===== config.mk =====
export PLATFORM = sky130hd
export DESIGN_NAME = score_trend_detector_flat
export DESIGN_NICKNAME = d
export VERILOG_FILES = /design/src/rtl/strd_pkg.sv /design/src/rtl/strd_if.sv /design/src/rtl/score_trend_detector.sv /design/src/flat_wrapper.sv
export SDC_FILE = /design/constraint.sdc
export NUM_CORES = 1
export LEC_CHECK = 0
export BUFFER_PORTS_ARGS = -buffer_cell sky130_fd_sc_hd__buf_4
export CORE_UTILIZATION = 40
export CTS_CLUSTER_DIAMETER = 50
export DETAILED_ROUTE_END_ITERATION = 8
export SYNTH_ARGS = -nofsm -noshare
export SYNTH_HDL_FRONTEND = slang
export SYNTH_SLANG_ARGS = --single-unit

===== constraint.sdc =====
create_clock -name clk -period 20.4 [get_ports clk]
set_input_delay 2.04 -clock clk [delete_from_list [all_inputs] [get_ports clk]]
set_output_delay 2.04 -clock clk [all_outputs]
set_load 0.1 [all_outputs]

===== src/rtl/strd_pkg.sv =====
// Shared types and constants of the score trend detector.
package strd_pkg;

	typedef logic signed [15:0] score_t;
	typedef logic [15:0]        gap_t;
	typedef logic [15:0]        cfg_val_t;

	typedef enum logic [1:0] {
		ACT_NONE = 2'd0,
		ACT_UP   = 2'd1,
		ACT_DOWN = 2'd2
	} action_t;

	// register index, taken from paddr[2]
	localparam logic REG_HYSTERESIS = 1'b0;
	localparam logic REG_MIN_GAP    = 1'b1;

	localparam cfg_val_t HYST_RESET    = 16'd10;
	localparam cfg_val_t MIN_GAP_RESET = 16'd500;

endpackage


===== src/rtl/strd_if.sv =====
// Valid/ready channel interfaces for samples and decisions.
interface strd_in_if;
	logic           valid;
	logic           ready;
	strd_pkg::score_t score;
	strd_pkg::gap_t   gap_ms;

	modport source(output valid, score, gap_ms, input ready);
	modport sink(input valid, score, gap_ms, output ready);
endinterface

interface strd_out_if;
	logic              valid;
	logic              ready;
	strd_pkg::action_t action;

	modport source(output valid, action, input ready);
	modport sink(input valid, action, output ready);
endinterface


===== src/rtl/score_trend_detector.sv =====
// Top level: moving-average crossover detector on a score stream.
//
//  channel    dir   payload                     handshake
//  sample     in    score (s16), gap_ms (u16)   valid/ready
//  decision   out   action (2 bit)              valid/ready
//  apb        cfg   hysteresis, min_gap_ms      psel/penable, pready tied high
//
// One item per clock when decision.ready stays high. The accepting edge sets
// s1_valid, and decision.valid follows as the registered out_valid_q. The
// throughput is set by the window update (shift line plus running sum), done
// in the accepting cycle, and the registered compare stage after it.
// Async active-low reset clears fills, sums, valids and registers; the sample
// lines are not reset and are read only once their window is full.
// A stalled decision holds the compare stage, which then drops sample.ready.
module score_trend_detector #(
	parameter int SHORT_LEN = 3,
	parameter int LONG_LEN  = 10
) (
	input  logic                clk,
	input  logic                arst_n,
	strd_in_if.sink             sample,
	strd_out_if.source          decision,
	input  logic                psel,
	input  logic                penable,
	input  logic                pwrite,
	input  logic [2:0]          paddr,
	input  logic [31:0]         pwdata,
	output logic [31:0]         prdata,
	output logic                pready
);

	// sum widths: N samples of 16 bits need 16 + clog2(N)
	localparam int SSUM_W  = 16 + $clog2(SHORT_LEN);
	localparam int LSUM_W  = 16 + $clog2(LONG_LEN);
	localparam int SFILL_W = $clog2(SHORT_LEN + 1);
	localparam int LFILL_W = $clog2(LONG_LEN + 1);
	// product of both lengths scales the threshold
	localparam int PROD    = SHORT_LEN * LONG_LEN;
	// |LONG*ssum - SHORT*lsum| <= PROD * 2^16, plus sign
	localparam int DIFF_W  = 18 + $clog2(PROD);
	localparam int THR_W   = 16 + $clog2(PROD + 1);

	localparam logic [SFILL_W-1:0] SHORT_FULL_CNT = SFILL_W'(SHORT_LEN);
	localparam logic [LFILL_W-1:0] LONG_FULL_CNT  = LFILL_W'(LONG_LEN);

	// ---------------- configuration port ----------------
	strd_pkg::cfg_val_t hyst_q;
	strd_pkg::cfg_val_t min_gap_q;
	logic [THR_W-1:0]   thr_q;       // PROD * hysteresis, kept ready for compare
	logic               cfg_wr;

	assign pready = 1'b1;
	assign cfg_wr = psel && penable && pwrite;

	always_ff @(posedge clk or negedge arst_n) begin
		if (!arst_n) begin
			hyst_q    <= strd_pkg::HYST_RESET;
			min_gap_q <= strd_pkg::MIN_GAP_RESET;
			thr_q     <= THR_W'(PROD) * THR_W'(strd_pkg::HYST_RESET);
		end else if (cfg_wr) begin
			if (paddr[2] == strd_pkg::REG_HYSTERESIS) begin
				hyst_q <= pwdata[15:0];
				thr_q  <= THR_W'(PROD) * THR_W'(pwdata[15:0]);
			end else begin
				min_gap_q <= pwdata[15:0];
			end
		end
	end

	always_comb begin
		if (paddr[2] == strd_pkg::REG_MIN_GAP) begin
			prdata = {16'd0, min_gap_q};
		end else begin
			prdata = {16'd0, hyst_q};
		end
	end

	// ---------------- handshake ----------------
	logic             s1_valid;
	logic             gate_s1;       // gap exceeded and both windows full
	logic             out_valid_q;
	strd_pkg::action_t action_q;
	logic             s1_adv;
	logic             accept;

	assign s1_adv       = !out_valid_q || decision.ready;
	assign sample.ready = !s1_valid || s1_adv;
	assign accept       = sample.valid && sample.ready;

	// ---------------- window update (accepting cycle) ----------------
	// Each window is a shift line: newest at tap 0, oldest at the last tap.
	strd_pkg::score_t         short_line_q [SHORT_LEN];
	strd_pkg::score_t         long_line_q  [LONG_LEN];
	logic signed [SSUM_W-1:0] short_sum_q;
	logic signed [LSUM_W-1:0] long_sum_q;
	logic [SFILL_W-1:0]       short_fill_q;
	logic [LFILL_W-1:0]       long_fill_q;
	logic                     short_full;
	logic                     long_full;
	logic                     short_full_nxt;
	logic                     long_full_nxt;
	logic signed [SSUM_W-1:0] short_drop;
	logic signed [LSUM_W-1:0] long_drop;

	assign short_full     = (short_fill_q == SHORT_FULL_CNT);
	assign long_full      = (long_fill_q == LONG_FULL_CNT);
	assign short_full_nxt = short_full || (short_fill_q == SHORT_FULL_CNT - 1'b1);
	assign long_full_nxt  = long_full || (long_fill_q == LONG_FULL_CNT - 1'b1);
	// oldest sample leaves the sum only once the window is full
	assign short_drop = short_full ? SSUM_W'(short_line_q[SHORT_LEN-1]) : '0;
	assign long_drop  = long_full ? LSUM_W'(long_line_q[LONG_LEN-1]) : '0;

	always_ff @(posedge clk) begin
		if (accept) begin
			short_line_q[0] <= sample.score;
			long_line_q[0]  <= sample.score;
			for (int i = 1; i < SHORT_LEN; i++) begin
				short_line_q[i] <= short_line_q[i-1];
			end
			for (int i = 1; i < LONG_LEN; i++) begin
				long_line_q[i] <= long_line_q[i-1];
			end
		end
	end

	always_ff @(posedge clk or negedge arst_n) begin
		if (!arst_n) begin
			short_sum_q  <= '0;
			long_sum_q   <= '0;
			short_fill_q <= '0;
			long_fill_q  <= '0;
			s1_valid     <= 1'b0;
			gate_s1      <= 1'b0;
		end else begin
			if (accept) begin
				short_sum_q <= short_sum_q + SSUM_W'(sample.score) - short_drop;
				long_sum_q  <= long_sum_q + LSUM_W'(sample.score) - long_drop;
				if (!short_full) begin
					short_fill_q <= short_fill_q + 1'b1;
				end
				if (!long_full) begin
					long_fill_q <= long_fill_q + 1'b1;
				end
				gate_s1 <= (sample.gap_ms > min_gap_q) && short_full_nxt && long_full_nxt;
			end
			if (accept) begin
				s1_valid <= 1'b1;
			end else if (s1_adv) begin
				s1_valid <= 1'b0;
			end
		end
	end

	// ---------------- compare stage ----------------
	// The sums already include the item in stage 1; they cannot move before
	// it leaves, since a held stage 1 blocks the next accept.
	logic signed [DIFF_W-1:0] diff;
	logic [DIFF_W-1:0]        mag;
	strd_pkg::action_t        action_nxt;

	assign diff = DIFF_W'(LONG_LEN) * DIFF_W'(short_sum_q)
	            - DIFF_W'(SHORT_LEN) * DIFF_W'(long_sum_q);
	assign mag  = diff[DIFF_W-1] ? DIFF_W'(-diff) : DIFF_W'(diff);

	always_comb begin
		action_nxt = strd_pkg::ACT_NONE;
		if (gate_s1 && (mag >= DIFF_W'(thr_q))) begin
			// zero difference with zero hysteresis counts as down
			action_nxt = (!diff[DIFF_W-1] && (diff != '0)) ? strd_pkg::ACT_UP
			                                               : strd_pkg::ACT_DOWN;
		end
	end

	always_ff @(posedge clk or negedge arst_n) begin
		if (!arst_n) begin
			out_valid_q <= 1'b0;
			action_q    <= strd_pkg::ACT_NONE;
		end else if (s1_adv) begin
			out_valid_q <= s1_valid;
			action_q    <= action_nxt;
		end
	end

	assign decision.valid  = out_valid_q;
	assign decision.action = action_q;

	// ---------------- checks ----------------
	a_no_gate_no_action: assert property (@(posedge clk) disable iff (!arst_n)
		(s1_valid && s1_adv && !gate_s1) |=> (action_q == strd_pkg::ACT_NONE))
		else $error("action raised without gap or full windows");

	a_full_stays: assert property (@(posedge clk) disable iff (!arst_n)
		(accept && long_full) |=> $stable(long_fill_q))
		else $error("long fill moved past full");

	a_stall_cause: assert property (@(posedge clk) disable iff (!arst_n)
		!sample.ready |-> (s1_valid && out_valid_q && !decision.ready))
		else $error("sample stalled without a held decision");

	a_gate_needs_full: assert property (@(posedge clk) disable iff (!arst_n)
		(s1_valid && gate_s1) |-> (short_full && long_full))
		else $error("decision gate open with a window not full");

endmodule


===== src/flat_wrapper.sv =====
// flat-port wrapper written by rule: the top's interface ports become plain ports
module score_trend_detector_flat 
#(
	parameter int SHORT_LEN = 3,
	parameter int LONG_LEN  = 10
)
  (clk, arst_n, psel, penable, pwrite, paddr, pwdata, prdata, pready, sample_valid, sample_score, sample_gap_ms, sample_ready, decision_valid, decision_action, decision_ready);
  strd_in_if sample_i ();
  strd_out_if decision_i ();
  input  logic clk;
  input  logic arst_n;
  input  logic psel;
  input  logic penable;
  input  logic pwrite;
  input  logic [2:0] paddr;
  input  logic [31:0] pwdata;
  output logic [31:0] prdata;
  output logic pready;
  input wire logic [$bits(sample_i.valid)-1:0] sample_valid;
  input wire logic [$bits(sample_i.score)-1:0] sample_score;
  input wire logic [$bits(sample_i.gap_ms)-1:0] sample_gap_ms;
  output wire logic [$bits(sample_i.ready)-1:0] sample_ready;
  output wire logic [$bits(decision_i.valid)-1:0] decision_valid;
  output wire logic [$bits(decision_i.action)-1:0] decision_action;
  input wire logic [$bits(decision_i.ready)-1:0] decision_ready;
  assign sample_i.valid = sample_valid;
  assign sample_i.score = sample_score;
  assign sample_i.gap_ms = sample_gap_ms;
  assign sample_ready = sample_i.ready;
  assign decision_valid = decision_i.valid;
  assign decision_action = decision_i.action;
  assign decision_i.ready = decision_ready;
  score_trend_detector #(.SHORT_LEN(SHORT_LEN), .LONG_LEN(LONG_LEN)) u_core (.clk(clk), .arst_n(arst_n), .sample(sample_i), .decision(decision_i), .psel(psel), .penable(penable), .pwrite(pwrite), .paddr(paddr), .pwdata(pwdata), .prdata(prdata), .pready(pready));
endmodule

==> results of run 1 <==
-- state kept, by name, summed over array words and instances, names as in the netlist --
name / cells
u_core.long_sum_q: 20
u_core.short_sum_q: 18
u_core.gate_s1: 1
u_core.decision.action: 2
u_core.decision.valid: 1
u_core.s1_valid: 1
u_core.long_line_q: 158
u_core.short_line_q: 2
u_core.long_fill_q: 4
u_core.hyst_q: 16
u_core.min_gap_q: 16
u_core.thr_q: 19
u_core.short_fill_q: 2
-- worst max-delay path, delay by kind of cell (launching register included) --
family	cells	cell delay [ns]
compound gates	20	4.12
xor+xnor	3	0.54
fa+ha+maj	5	1.82
buf+inv	1	0.21
flops	1	0.44
simple gates	4	0.62
-- worst max path at each step --
stage / to / start
2_1_floorplan: u_core.long_sum_q[0] / decision_ready
3_3_place_gp: u_core.decision.action[0] / u_core.short_sum_q[1]
3_5_place_dp: u_core.decision.action[0] / u_core.short_sum_q[1]
4_1_cts: u_core.decision.action[1] / u_core.short_sum_q[1]
5_1_grt: u_core.decision.action[0] / u_core.short_sum_q[4]
6_report: u_core.decision.action[0] / u_core.short_sum_q[4]
-- logic make-up after synthesis --
kind of cell             count (synthesis)  synth area share (%)
other                                    2               0.04282
adder cells (fa/ha/maj)                269                 22.79
XOR/XNOR                                95                 4.787
flip-flops                             260                 41.75
AO/OA/AOI/OAI                          301                 11.07
buffers and inverters                  272                 6.228
AND/OR/NAND/NOR                        338                 9.902
multiplexers                            54                 3.432
-- area by class of cell --
cell class,count,area [um^2],area share (%)
multi-input cells,1074,9183,46.03
flip-flops and latches,260,7322,36.70
clock buffers,43,978.4,4.905
inverters,227,857.1,4.296
well taps,585,732.0,3.669
repair buffers,83,623.1,3.123
clock inverters,23,254.0,1.273
-- per-layer routing --
layer / up-vias / routed length, um / share of wire (%)
li1: 5700 / - / -
met1: 5530 / 15630 / 46
met2: 143 / 16090 / 48
met3: 63 / 978 / 2.9
met4: 0 / 1038 / 3.1
met5: - / 0 / 0
-- per-stage QoR --
stage / worst slack, ns / instances / cell area (um^2) / util (%)
5_1_grt: 11.95 / 2295 / 19950 / 46.21
4_1_cts: 12.53 / 2295 / 19950 / 46.21
2_1_floorplan: 12.17 / 1606 / 17590 / -
3_5_place_dp: 12.54 / 2229 / 18720 / 43.35
6_report: 12.52 / 2295 / 19950 / 46.21
3_3_place_gp: 12.57 / 2229 / 18720 / 43.35
-- layout by cell type, fill, tap and decap left out, types with 21 or more instances in the layout --
cell type | Yosys | layout
a21o_1 | 31 | 31
a21oi_1 | 63 | 63
and2_1 | 24 | 24
and3_1 | 34 | 34
buf_4 | 17 | 83
clkbuf_16 | 0 | 37
dfrtp_1 | 88 | 88
edfxtp_1 | 160 | 160
fa_1 | 84 | 84
ha_1 | 185 | 185
inv_1 | 226 | 226
mux2_2 | 49 | 49
nand2_1 | 95 | 94
nor2_1 | 63 | 63
o21a_1 | 21 | 21
o21ai_0 | 84 | 84
xnor2_1 | 49 | 49
xor2_1 | 45 | 45
==> summary.txt, run 1 <==
Number of synthesized register bits -> 260
Total grt overflow -> 0
Antenna-violating nets left -> 0
Total track usage -> 15.80%
DR iter-0 viols -> 459
Met3 Track Usage GR -> 2.344%
CP required -> 20.82 ns
Synth area leader -> edfxtp_1
Largest net degree at the start of global routing -> 101
Residual DRC -> 0
Crit Reg-Reg Endpoint -> u_core.decision.action[0]
Clk slew on worst S/H paths -> 0.06 ns
First-pass iteration count of the detailed router -> 5
Initial antenna violation count -> 0
Max_slew headroom -> 30.99%
Core Area -> 0.04317 mm^2
Clock sinks -> 260
Vias in the first global route -> 11670
Filler cell count -> 4062
Port bufs -> 75
Share of cells above drive strength 1 -> 12.98%
Netlist cell types -> 74
Skew final -> 0.02543 ns
Rows -> 76
Avg Cell Area, Syn -> 11.02 um^2
Largest cells by area after synthesis -> edfxtp_1 27%, ha_1 13%, dfrtp_1 13%, fa_1 9.6%, inv_1 4.8%
Flop2flop setup slack -> 12.52 ns
M2 GR Usage -> 26.45%
CTS tree -> done
Worst Path Arrival -> 8.30 ns
Area grow syn2layout -> 13.75%
Count leader, synth -> inv_1
Sum Neg Setup Slack -> 0 ns
Hold_buf cts -> 0
Top_reg_cell synth -> edfxtp_1
WS Path Type -> reg -> reg
CTS Buf Count -> 36
Highest cell delay on the worst timing path -> 0.45 ns
Post_cts resized -> 0
Worst slew pin tran -> 1.035 ns
Synth Cell Area -> 0.01754 mm^2
Status -> finished, final reports clean
CP max-delay cell -> fa_1
R2R Path Start -> u_core.short_sum_q[4]
Max cap viols -> 0
Yosys warns -> 0
Hold Path Sink -> u_core.long_line_q[7][9]
RSZ-0062 raised after global routing -> no
Post-synth EDFFs -> 160
Initial Utilization -> 40.62%
Final period util -> 38.61%
Max-slew violations -> 0
Hpwl dp -> 25.21 mm
HP Start -> u_core.long_line_q[6][9]
Die area -> 0.04469 mm^2
Mapped Cells -> 1591
Ys async rst share -> 38.46%
Vias -> 11440
Synth top area share -> 27.40%
Worst setup SP type -> flop
Setup bufs post-CTS -> 0
CTS root buffer -> clkbuf_16
Clock latency on the worst-skew pair -> 0.56 ns
Final WL -> 33.73 mm
Sequential element share of the synthesized area -> 41.75%
Die width -> 211.4 um
N_diodes -> 0
Met1 GRT Util -> 20.46%
DR WL/cell -> 14.70 um
IO Pins -> 111
Final hold violations -> 0
Final min period -> 7.877 ns
H-tree depth -> 2
Final Wtd Congestion -> 0.8448
Vias/cell -> 4.983
Worst setup EP type -> flop
Fin Hold WS -> 0.4095 ns
R2r worst-path depth -> 33
Min-delay worst type -> reg -> reg
Fin nets -> 2025
Height of the die -> 211.4 um
Finish-stage setup viols -> 0
Most common library cells after synthesis -> 226 x inv_1, 185 x ha_1, 160 x edfxtp_1
Max FO, Critical Path -> 19
Worst hold path depth -> 0
Clock Tree Buf Depth -> 3
Global-route wire length before repair -> 56.75 mm
GRT Max-Usage Layer -> met2
Peak Freq -> 126.9 MHz
Power of run 1 is left out: the tool's default activity adds up to more than one toggle a clock period on the data nets, which glitch-free logic cannot reach.
==> run 2, diff against run 1 <==
==> constraint.sdc (replaced) <==
create_clock -name clk -period 7.3 [get_ports clk]
set_input_delay 0.73 -clock clk [delete_from_list [all_inputs] [get_ports clk]]
set_output_delay 0.73 -clock clk [all_outputs]
set_load 0.1 [all_outputs]
==> summary.txt, run 2 (synthesized netlist as in run 1, its figures left out) <==
Antenna-violating nets left -> 0
CP max-delay cell -> fa_1
Worst slew pin tran -> 1.018 ns
CP required -> 7.73 ns
Final Util -> 47.37%
Cells after DPL -> 2254
WS Path Type -> reg -> reg
Residual DRC -> 0
Max-slew violations -> 0
Fin Hold WS -> 0.2022 ns
IO Pins -> 111
Number of flip-flops in the largest register -> 158
DR WL/cell -> 14.69 um
Most frequent CP cell -> buf_4
Most common cell after layout, fill and taps aside -> inv_1
Min-delay worst type -> in -> async
Share of cells above drive strength 1 -> 16.18%
Total grt overflow -> 0
Finish-stage setup viols -> 0
Die width -> 211.4 um
CTS root buffer -> clkbuf_16
Commonest cells after routing, fill and taps aside -> 226 x inv_1, 178 x ha_1, 160 x edfxtp_1, 115 x buf_4, 94 x nand2_1
DR iter-0 viols -> 416
Hold_buf cts -> 0
Rows -> 76
CTS tree -> done
Worst setup EP type -> flop
Final Wtd Congestion -> 0.8634
Vias -> 11540
Max_slew headroom -> 31.93%
Largest net degree at the start of global routing -> 109
Vias/cell -> 4.958
Peak Freq -> 143.8 MHz
Worst setup SP type -> flop
CTS Buf Count -> 37
Final hold violations -> 0
Initial antenna violation count -> 0
Clock latency on the worst-skew pair -> 0.54 ns
Biggest register -> u_core.long_line_q
Final WL -> 34.20 mm
Worst Path Arrival -> 7.38 ns
H-tree depth -> 2
Die area -> 0.04469 mm^2
N_diodes -> 0
First-pass iteration count of the detailed router -> 4
Max cap viols -> 0
Fin nets -> 2058
Filler cell count -> 4026
Final min period -> 6.954 ns
Sum Neg Setup Slack -> 0 ns
Port bufs -> 75
Core Area -> 0.04317 mm^2
Max FO, Critical Path -> 11
Initial Utilization -> 40.62%
Vias in the first global route -> 11770
Height of the die -> 211.4 um
Status -> finished, final reports clean
Clk slew on worst S/H paths -> 0.06 ns
Global-route wire length before repair -> 56.90 mm
Total track usage -> 15.89%
Flop2flop setup slack -> 0.35 ns
Finished Layout Cells -> 2328
Clock sinks -> 260
Skew final -> 0.02370 ns
Hpwl dp -> 25.57 mm
Highest cell delay on the worst timing path -> 0.47 ns
Clock Tree Buf Depth -> 3
Area grow syn2layout -> 16.62%
Largest registers -> u_core.long_line_q (158), u_core.long_sum_q (20), u_core.thr_q (19)
Final period util -> 95.26%
run 2: what timing repair did:
action,in CTS,in global routing
setup endpoints to repair,2,2
pin swaps,1,17
buffers inserted,1,6
endpoints found under the hold margin,0,0
resized for setup,4,32
run 2: cell type report:
class                      instances  area (um^2)  share of cell area [%]
multi-input combinational       1074         9355                   45.74
timing repair buffer             115        863.3                   4.221
inverter                         227        857.1                   4.191
clock inverter                    22        314.1                   1.536
clock buffer                      45         1008                   4.931
sequential                       260         7322                   35.80
tap                              585        732.0                   3.579
run 2: worst max-delay path, delay by kind of cell, from the launching register on:
family / cells / cell delay, ns
buffers and inverters: 3 / 0.49
and+or+nand+nor: 6 / 0.85
DFF: 1 / 0.39
xor gates and xnor gates: 3 / 0.47
AOI/OAI and AO/OA: 14 / 2.71
adders and majority gates: 6 / 1.95
run 2: metal layers:
metal  routed length [um]  up-vias  track usage, %
met3                 1037       51           2.700
met5                    0        -               0
li1                     -     5769               -
met2                16540      145           26.94
met4                  804        0           5.272
met1                15820     5578           20.56
run 2: stage by stage:
stage	cell area [um^2]	setup WS, ns
6_report	20450	0.3461
5_1_grt	20450	-0.009920
4_1_cts	20250	0.02086
3_5_place_dp	18900	-0.2855
3_3_place_gp	18900	-0.1309
2_1_floorplan	17590	0.07180
run 2: worst paths after layout:
check	end	depth (start not counted)	start
worst max-delay path	u_core.decision.action[1]	32	u_core.short_sum_q[1]
max in group asynchronous	u_core.long_sum_q[14]	2	arst_n
worst min-delay path	u_core.long_sum_q[0]	1	arst_n
worst min register to register	u_core.long_line_q[1][4]	0	u_core.long_line_q[0][4]
min in group clk	u_core.long_line_q[0][8]	1	sample_score[8]
worst max register to register	u_core.decision.action[1]	32	u_core.short_sum_q[1]
Power of run 2 is left out for the same reason.
